**src/hw/rtl/lph_pkg.sv**
```systemverilog
// Package: types, codes and sizes for the linear probing hash table.
`timescale 1ns / 1ps

package lph_pkg;

    // Slot count is a power of two so the home slot is the low key bits.
    localparam int SLOT_W     = 4;
    localparam int TABLE_SIZE = 1 << SLOT_W;
    localparam int COUNT_W    = SLOT_W + 1;
    localparam int KEY_W      = 32;
    localparam int QTY_W      = 16;

    typedef enum logic [1:0] {
        ACT_INSERT = 2'd0,
        ACT_DELETE = 2'd1,
        ACT_SEARCH = 2'd2
    } action_t;

    typedef enum logic [1:0] {
        ST_DONE      = 2'd0,
        ST_NOT_FOUND = 2'd1,
        ST_FULL      = 2'd2,
        ST_EMPTY     = 2'd3
    } status_t;

    typedef enum logic [1:0] {
        S_IDLE,
        S_INSERT,
        S_LOOKUP
    } state_t;

    typedef struct packed {
        action_t            action;
        logic [KEY_W-1:0]   part_key;
        logic [QTY_W-1:0]   quantity;
    } cmd_t;

    typedef struct packed {
        status_t            status;
        logic [QTY_W-1:0]   found_quantity;
        logic [SLOT_W-1:0]  slot_index;
        logic [COUNT_W-1:0] occupancy;
    } result_t;

    typedef struct packed {
        logic [KEY_W-1:0]   key;
        logic [QTY_W-1:0]   qty;
    } entry_t;

endpackage

```
**src/hw/rtl/linear_probe_hash_table.sv**
```systemverilog
// Top level: open addressing hash table with linear probing over one entry RAM.
`timescale 1ns / 1ps

//  channel   signals                  direction  beat
//  command   start, busy, cmd         in         start high while busy low
//  result    done, result             out        done high for one cycle
//
//  Insert walks the occupied flags one slot a cycle. Delete and search
//  stream reads of the entry RAM, one slot a cycle, and compare each slot
//  in the cycle after its read. Full, empty and no-op commands finish at
//  once. The result appears in the cycle after the command finishes.
//  Reset frees every slot at once through the occupied flags; no clearing pass.
//  The receiver cannot stall; a result is shown for one cycle only.

module linear_probe_hash_table (
    input  logic           clk,
    input  logic           rst_n,
    input  logic           start,
    output logic           busy,
    input  lph_pkg::cmd_t    cmd,
    output logic           done,
    output lph_pkg::result_t result
);
    import lph_pkg::*;

    state_t              state_reg, state_next;
    cmd_t                cmd_reg, cmd_next;
    logic [SLOT_W-1:0]   pos_reg, pos_next;
    logic [COUNT_W-1:0]  probe_cnt_reg, probe_cnt_next;
    logic                cmp_valid_reg, cmp_valid_next;
    logic [SLOT_W-1:0]   cmp_slot_reg, cmp_slot_next;
    logic [COUNT_W-1:0]  count_reg, count_next;
    logic [TABLE_SIZE-1:0] occ_reg, occ_next;
    logic                done_reg, done_next;
    result_t             result_reg, result_next;

    entry_t              mem [TABLE_SIZE];
    entry_t              rd_entry_reg;
    logic                rd_en;
    logic                wr_en;

    logic                probe_hit;
    logic                probe_end;
    logic                insert_stop;

    assign rd_en       = (state_reg == S_LOOKUP) && (probe_cnt_reg < COUNT_W'(TABLE_SIZE));
    assign wr_en       = (state_reg == S_INSERT) && !occ_reg[pos_reg];
    assign probe_hit   = cmp_valid_reg && occ_reg[cmp_slot_reg]
                         && (rd_entry_reg.key == cmd_reg.part_key);
    assign probe_end   = cmp_valid_reg && (probe_cnt_reg == COUNT_W'(TABLE_SIZE));
    assign insert_stop = !occ_reg[pos_reg]
                         || (probe_cnt_reg == COUNT_W'(TABLE_SIZE - 1));

    always_ff @(posedge clk)
    begin
        if (wr_en)
        begin
            mem[pos_reg] <= '{key: cmd_reg.part_key, qty: cmd_reg.quantity};
        end
        if (rd_en)
        begin
            rd_entry_reg <= mem[pos_reg];
        end
    end

    // Next state
    always_comb
    begin
        state_next = state_reg;
        unique case (state_reg)
            S_IDLE:
            begin
                if (start)
                begin
                    case (cmd.action)
                        ACT_INSERT:
                        begin
                            if (count_reg != COUNT_W'(TABLE_SIZE))
                            begin
                                state_next = S_INSERT;
                            end
                        end
                        ACT_DELETE, ACT_SEARCH:
                        begin
                            if (count_reg != '0)
                            begin
                                state_next = S_LOOKUP;
                            end
                        end
                        default:
                        begin
                            state_next = S_IDLE;
                        end
                    endcase
                end
            end
            S_INSERT:
            begin
                if (insert_stop)
                begin
                    state_next = S_IDLE;
                end
            end
            S_LOOKUP:
            begin
                if (probe_hit || probe_end)
                begin
                    state_next = S_IDLE;
                end
            end
            default:
            begin
                state_next = S_IDLE;
            end
        endcase
    end

    // Datapath and result
    always_comb
    begin
        cmd_next       = cmd_reg;
        pos_next       = pos_reg;
        probe_cnt_next = probe_cnt_reg;
        cmp_valid_next = 1'b0;
        cmp_slot_next  = cmp_slot_reg;
        count_next     = count_reg;
        occ_next       = occ_reg;
        done_next      = 1'b0;
        result_next    = result_reg;

        unique case (state_reg)
            S_IDLE:
            begin
                if (start)
                begin
                    cmd_next       = cmd;
                    pos_next       = cmd.part_key[SLOT_W-1:0];
                    probe_cnt_next = '0;
                    result_next    = '{status: ST_DONE, found_quantity: '0,
                                       slot_index: '0, occupancy: count_reg};
                    case (cmd.action)
                        ACT_INSERT:
                        begin
                            if (count_reg == COUNT_W'(TABLE_SIZE))
                            begin
                                result_next.status = ST_FULL;
                                done_next          = 1'b1;
                            end
                        end
                        ACT_DELETE:
                        begin
                            if (count_reg == '0)
                            begin
                                result_next.status = ST_EMPTY;
                                done_next          = 1'b1;
                            end
                        end
                        ACT_SEARCH:
                        begin
                            if (count_reg == '0)
                            begin
                                result_next.status = ST_NOT_FOUND;
                                done_next          = 1'b1;
                            end
                        end
                        default:
                        begin
                            done_next = 1'b1;
                        end
                    endcase
                end
            end
            S_INSERT:
            begin
                if (!occ_reg[pos_reg])
                begin
                    occ_next[pos_reg] = 1'b1;
                    count_next        = count_reg + 1'b1;
                    result_next       = '{status: ST_DONE, found_quantity: '0,
                                          slot_index: pos_reg,
                                          occupancy: count_reg + 1'b1};
                    done_next         = 1'b1;
                end
                else if (insert_stop)
                begin
                    result_next = '{status: ST_FULL, found_quantity: '0,
                                    slot_index: '0, occupancy: count_reg};
                    done_next   = 1'b1;
                end
                else
                begin
                    pos_next       = pos_reg + 1'b1;
                    probe_cnt_next = probe_cnt_reg + 1'b1;
                end
            end
            S_LOOKUP:
            begin
                // Issue the next read while comparing the previous one.
                if (rd_en)
                begin
                    pos_next       = pos_reg + 1'b1;
                    probe_cnt_next = probe_cnt_reg + 1'b1;
                    cmp_valid_next = 1'b1;
                    cmp_slot_next  = pos_reg;
                end
                if (probe_hit)
                begin
                    cmp_valid_next = 1'b0;
                    done_next      = 1'b1;
                    result_next    = '{status: ST_DONE, found_quantity: '0,
                                       slot_index: cmp_slot_reg, occupancy: count_reg};
                    if (cmd_reg.action == ACT_DELETE)
                    begin
                        occ_next[cmp_slot_reg] = 1'b0;
                        count_next             = count_reg - 1'b1;
                        result_next.occupancy  = count_reg - 1'b1;
                    end
                    else
                    begin
                        result_next.found_quantity = rd_entry_reg.qty;
                    end
                end
                else if (probe_end)
                begin
                    cmp_valid_next = 1'b0;
                    done_next      = 1'b1;
                    result_next    = '{status: ST_NOT_FOUND, found_quantity: '0,
                                       slot_index: '0, occupancy: count_reg};
                end
            end
            default:
            begin
                done_next = 1'b0;
            end
        endcase
    end

    always_ff @(posedge clk or negedge rst_n)
    begin
        if (!rst_n)
        begin
            state_reg     <= S_IDLE;
            probe_cnt_reg <= '0;
            cmp_valid_reg <= 1'b0;
            count_reg     <= '0;
            occ_reg       <= '0;
            done_reg      <= 1'b0;
        end
        else
        begin
            state_reg     <= state_next;
            probe_cnt_reg <= probe_cnt_next;
            cmp_valid_reg <= cmp_valid_next;
            count_reg     <= count_next;
            occ_reg       <= occ_next;
            done_reg      <= done_next;
        end
    end

    always_ff @(posedge clk)
    begin
        cmd_reg      <= cmd_next;
        pos_reg      <= pos_next;
        cmp_slot_reg <= cmp_slot_next;
        result_reg   <= result_next;
    end

    assign busy   = (state_reg != S_IDLE);
    assign done   = done_reg;
    assign result = result_reg;

    a_count_matches_flags: assert property (@(posedge clk) disable iff (!rst_n)
        32'(count_reg) == 32'($countones(occ_reg)))
        else $error("entry count differs from occupied flags");

    a_done_in_idle: assert property (@(posedge clk) disable iff (!rst_n)
        done_reg |-> (state_reg == S_IDLE))
        else $error("result beat while a command is still probing");

    a_write_marks_slot: assert property (@(posedge clk) disable iff (!rst_n)
        wr_en |=> occ_reg[$past(pos_reg)])
        else $error("written slot not marked occupied");

    a_full_status: assert property (@(posedge clk) disable iff (!rst_n)
        (done_reg && result_reg.status == ST_FULL)
            |-> (result_reg.occupancy == COUNT_W'(TABLE_SIZE)))
        else $error("table full reported below capacity");

    a_hit_occupied: assert property (@(posedge clk) disable iff (!rst_n)
        (state_reg == S_LOOKUP && probe_hit) |-> cmp_valid_reg)
        else $error("hit taken without a valid read");

endmodule

```
**config.mk**
```make
export PLATFORM = sky130hd
export DESIGN_NAME = linear_probe_hash_table
export DESIGN_NICKNAME = d
export VERILOG_FILES = /design/src/hw/rtl/lph_pkg.sv /design/src/hw/rtl/linear_probe_hash_table.sv
export SDC_FILE = /design/constraint.sdc
export NUM_CORES = 1
export LEC_CHECK = 0
export BUFFER_PORTS_ARGS = -buffer_cell sky130_fd_sc_hd__buf_2
export CORE_ASPECT_RATIO = 0.9
export CORE_UTILIZATION = 58
export CTS_BUF_LIST = sky130_fd_sc_hd__clkbuf_4
export DETAILED_ROUTE_END_ITERATION = 7
export PLACE_DENSITY = 0.81
export RECOVER_POWER = 50
export SLEW_MARGIN = 10
export SYNTH_ARGS = -nofsm -noshare
export SYNTH_HDL_FRONTEND = slang
export SYNTH_SLANG_ARGS = --single-unit
```
**constraint.sdc**
```tcl
create_clock -name clk -period 5.41 [get_ports clk]
set_input_delay 1.082 -clock clk [delete_from_list [all_inputs] [get_ports clk]]
set_output_delay 1.082 -clock clk [all_outputs]
set_load 0.01 [all_outputs]
```
==> results.sh <==
export IMPL_status="finished with violations"
export IMPL_failed_checks="max-capacitance violations, max-slew violations"
export IMPL_yosysMostFrequentCell="edfxtp_1"
export IMPL_drtPass1Iterations=5
export IMPL_ant_nets=0
export IMPL_synth_distinct_cells=61
export IMPL_cp_end_kind="flip-flop"
export IMPL_ys_ff_latch=931
export IMPL_critPathBufInv=2
export IMPL_portBuffers=81
export IMPL_start_util=0.587
export IMPL_finalClockSkew_ns=0.0801
export IMPL_grt_overflow=0
export IMPL_drive_gt1_frac=0.333
export IMPL_drc=0
export IMPL_pin_count=82
export IMPL_cp_slowest_cell="clkbuf_1"
export IMPL_startpoint_type="flip-flop"
export IMPL_ff_latch_area_um2=27800
export IMPL_synthCells=1615
export IMPL_power_mw=20.3
export IMPL_worst_ep_required_time_ns=6.12
export IMPL_fill_cells=3822
export IMPL_gp_congestion=0.896
export IMPL_clock_fmax_ghz=0.222
export IMPL_fin_crit_ns=4.50
export IMPL_final_nets=1941
export IMPL_timing_setup_tns_ns=0
export IMPL_cts_setup_buffers=0
export IMPL_numClockSinks=931
export IMPL_tightest_slew_ns=2.51
export IMPL_ir_drop_v=0.000396
export IMPL_path_class="reg2reg"
export IMPL_arrival_ns=5.21
export IMPL_antenna_found_initial=2
export IMPL_cp_top_family="buffers and inverters"
export IMPL_grt_max_degree=161
export IMPL_fp_coreArea_um2=61300
export IMPL_multi_input_area_um2=7950
export IMPL_yosys_warnings=0
export IMPL_clock_latency_ns=1.11
export IMPL_path_max_fanout=37
export IMPL_syn_area_per_cell_um2=22.3
export IMPL_final_period_utilization=0.831
export IMPL_rsz0062_at_grt="no"
export IMPL_grt_pass1_vias=18700
export IMPL_hold_path_class="in2reg"
export IMPL_cts_root_buffer="clkbuf_4"
export IMPL_slew_viol_final=185
export IMPL_syn_nets=1685
export IMPL_synth_area_top_cells="edfxtp_1 (75%), mux4_2 (16%), dfrtp_1 (2.1%)"
export IMPL_rows=86
export IMPL_area_delta_synth_final_pct=11.9
export IMPL_cts_buffers=213
export IMPL_synth_cell_area_um2=36000
export IMPL_max_stage_delay_ns=1.80
export IMPL_cts_tree="yes"
export IMPL_yosys_area_top_type="edfxtp_1"
export IMPL_ys_dominant_reg_cell="edfxtp_1"
export IMPL_setup_viol=0
export IMPL_wire_per_inst_um=27.1
export IMPL_max_slew_margin=-0.675
export IMPL_dieArea_um2=63100
export IMPL_p_leak_nw=13.0
export IMPL_htreeDepth=4
export IMPL_async_flop_share=0.0322
export IMPL_hold_viol_final=0
export IMPL_seq_area_frac_synth=0.772
export IMPL_yosysTopAreaCellShare=0.751
export IMPL_cts_buffer_depth=3
export IMPL_grt_use_total=0.252
export IMPL_hpwlAfterDp_um=42300
export IMPL_largest_reg_flops=768
export IMPL_powerDensity_nw_per_um2=504
export IMPL_drt_vias_per_instance=6.29
export IMPL_synth_edff_count=901
export IMPL_crit_chain="clkbuf_1, nand2_1, nor2_4, buf_12"
export IMPL_grt_pass1_wl_um=115000
export IMPL_die_y_um=238
export IMPL_die_x_um=265
export IMPL_cap_violations=5
export IMPL_drt_total_wl_um=76900
export IMPL_via_count=17900
export IMPL_drt_first_iter_violations=1917
export IMPL_clk_pin_slew_ns=0.07
export IMPL_yosys_top_cells_count="edfxtp_1 (901), mux4_2 (249), clkbuf_1 (50)"
worst paths after layout:
path	from	endpoint	slack (ns)	cells past startpoint
min in group asynchronous	rst_n	occ_reg[13]$_DFFE_PN0P_	1.02	2
hold / removal	cmd[29]	cmd_reg[29]$_DFFE_PP_	0.14	1
max in group asynchronous	rst_n	occ_reg[5]$_DFFE_PN0P_	3.35	2
setup / recovery	pos_reg[3]$_DFFE_PP_	mem[12][20]$_DFFE_PP_	0.91	4
setup reg to reg	pos_reg[3]$_DFFE_PP_	mem[12][20]$_DFFE_PP_	0.91	4
hold reg to reg	rd_entry_reg[1]$_DFFE_PP_	result[10]$_DFFE_PP_	0.50	1
layout make-up:
| class | count | area share |
|---|---|---|
| sequential | 931 | 0.690 |
| clock inverter | 73 | 0.0111 |
| inverter | 19 | 0.00177 |
| antenna | 9 | 0.000559 |
| multi-input combinational | 584 | 0.197 |
| timing repair buffer | 122 | 0.0175 |
| tap | 792 | 0.0246 |
| clock buffer | 307 | 0.0572 |
through the flow:
step	worst slack, ns	cells	hold WS, ns	area [um^2]	util
after detailed placement	1.23	2447	0.513	37600	0.613
after CTS	1.19	2828	0.0644	40300	0.658
after floorplan	0.990	1615	0.424	36000	-
after global routing	0.655	2837	0.0656	40300	0.657
after global placement	1.32	2447	0.507	37600	0.613
final	0.912	2837	0.141	40300	0.657
report_power, final:
| group | internal [mW] | switching, mW | leakage [nW] |
|---|---|---|---|
| logic | 2.44 | 2.70 | 2.83 |
| clock network | 2.82 | 2.71 | 1.62 |
| registers | 9.03 | 0.605 | 8.55 |
| total | 14.3 | 6.02 | 13.0 |
layer usage:
| metal | GRT usage | wire [um] | up-vias |
|---|---|---|---|
| met3 | 0.0550 | 7090 | 134 |
| li1 | - | - | 7476 |
| met4 | 0.0939 | 1620 | 0 |
| met1 | 0.351 | 29600 | 9226 |
| met2 | 0.401 | 38500 | 1016 |
| met5 | 0 | 0 | - |
cell families (layout without fill, tap and decap cells):
family          Yosys count  after routing  share of synthesized area
mux                     256            256                      0.158
buf+inv                 100            521                     0.0116
xor+xnor                 35             35                    0.00851
flops                   931            931                      0.772
simple gates            194            194                     0.0282
fa+ha+maj                17             17                    0.00590
compound gates           82             82                     0.0161
other cells               0              9                          0
cell usage in the layout, fill, tap and decap left out, types with 24 or more instances in the layout:
cell / Yosys / routed
nand3_1: 26 / 26
mux4_2: 249 / 249
clkbuf_1: 50 / 48
dfrtp_1: 30 / 30
buf_2: 6 / 38
edfxtp_1: 901 / 901
nand2_1: 43 / 44
nor2_1: 37 / 24
clkbuf_4: 0 / 307
buf_4: 3 / 29
clkinv_1: 0 / 52
what timing repair did:
action                    4_1_cts  5_1_grt
hold endpoints to repair        2        0
gates resized for setup         0        0
hold buffers                    1        0
Power figures use the tool's default switching activity.
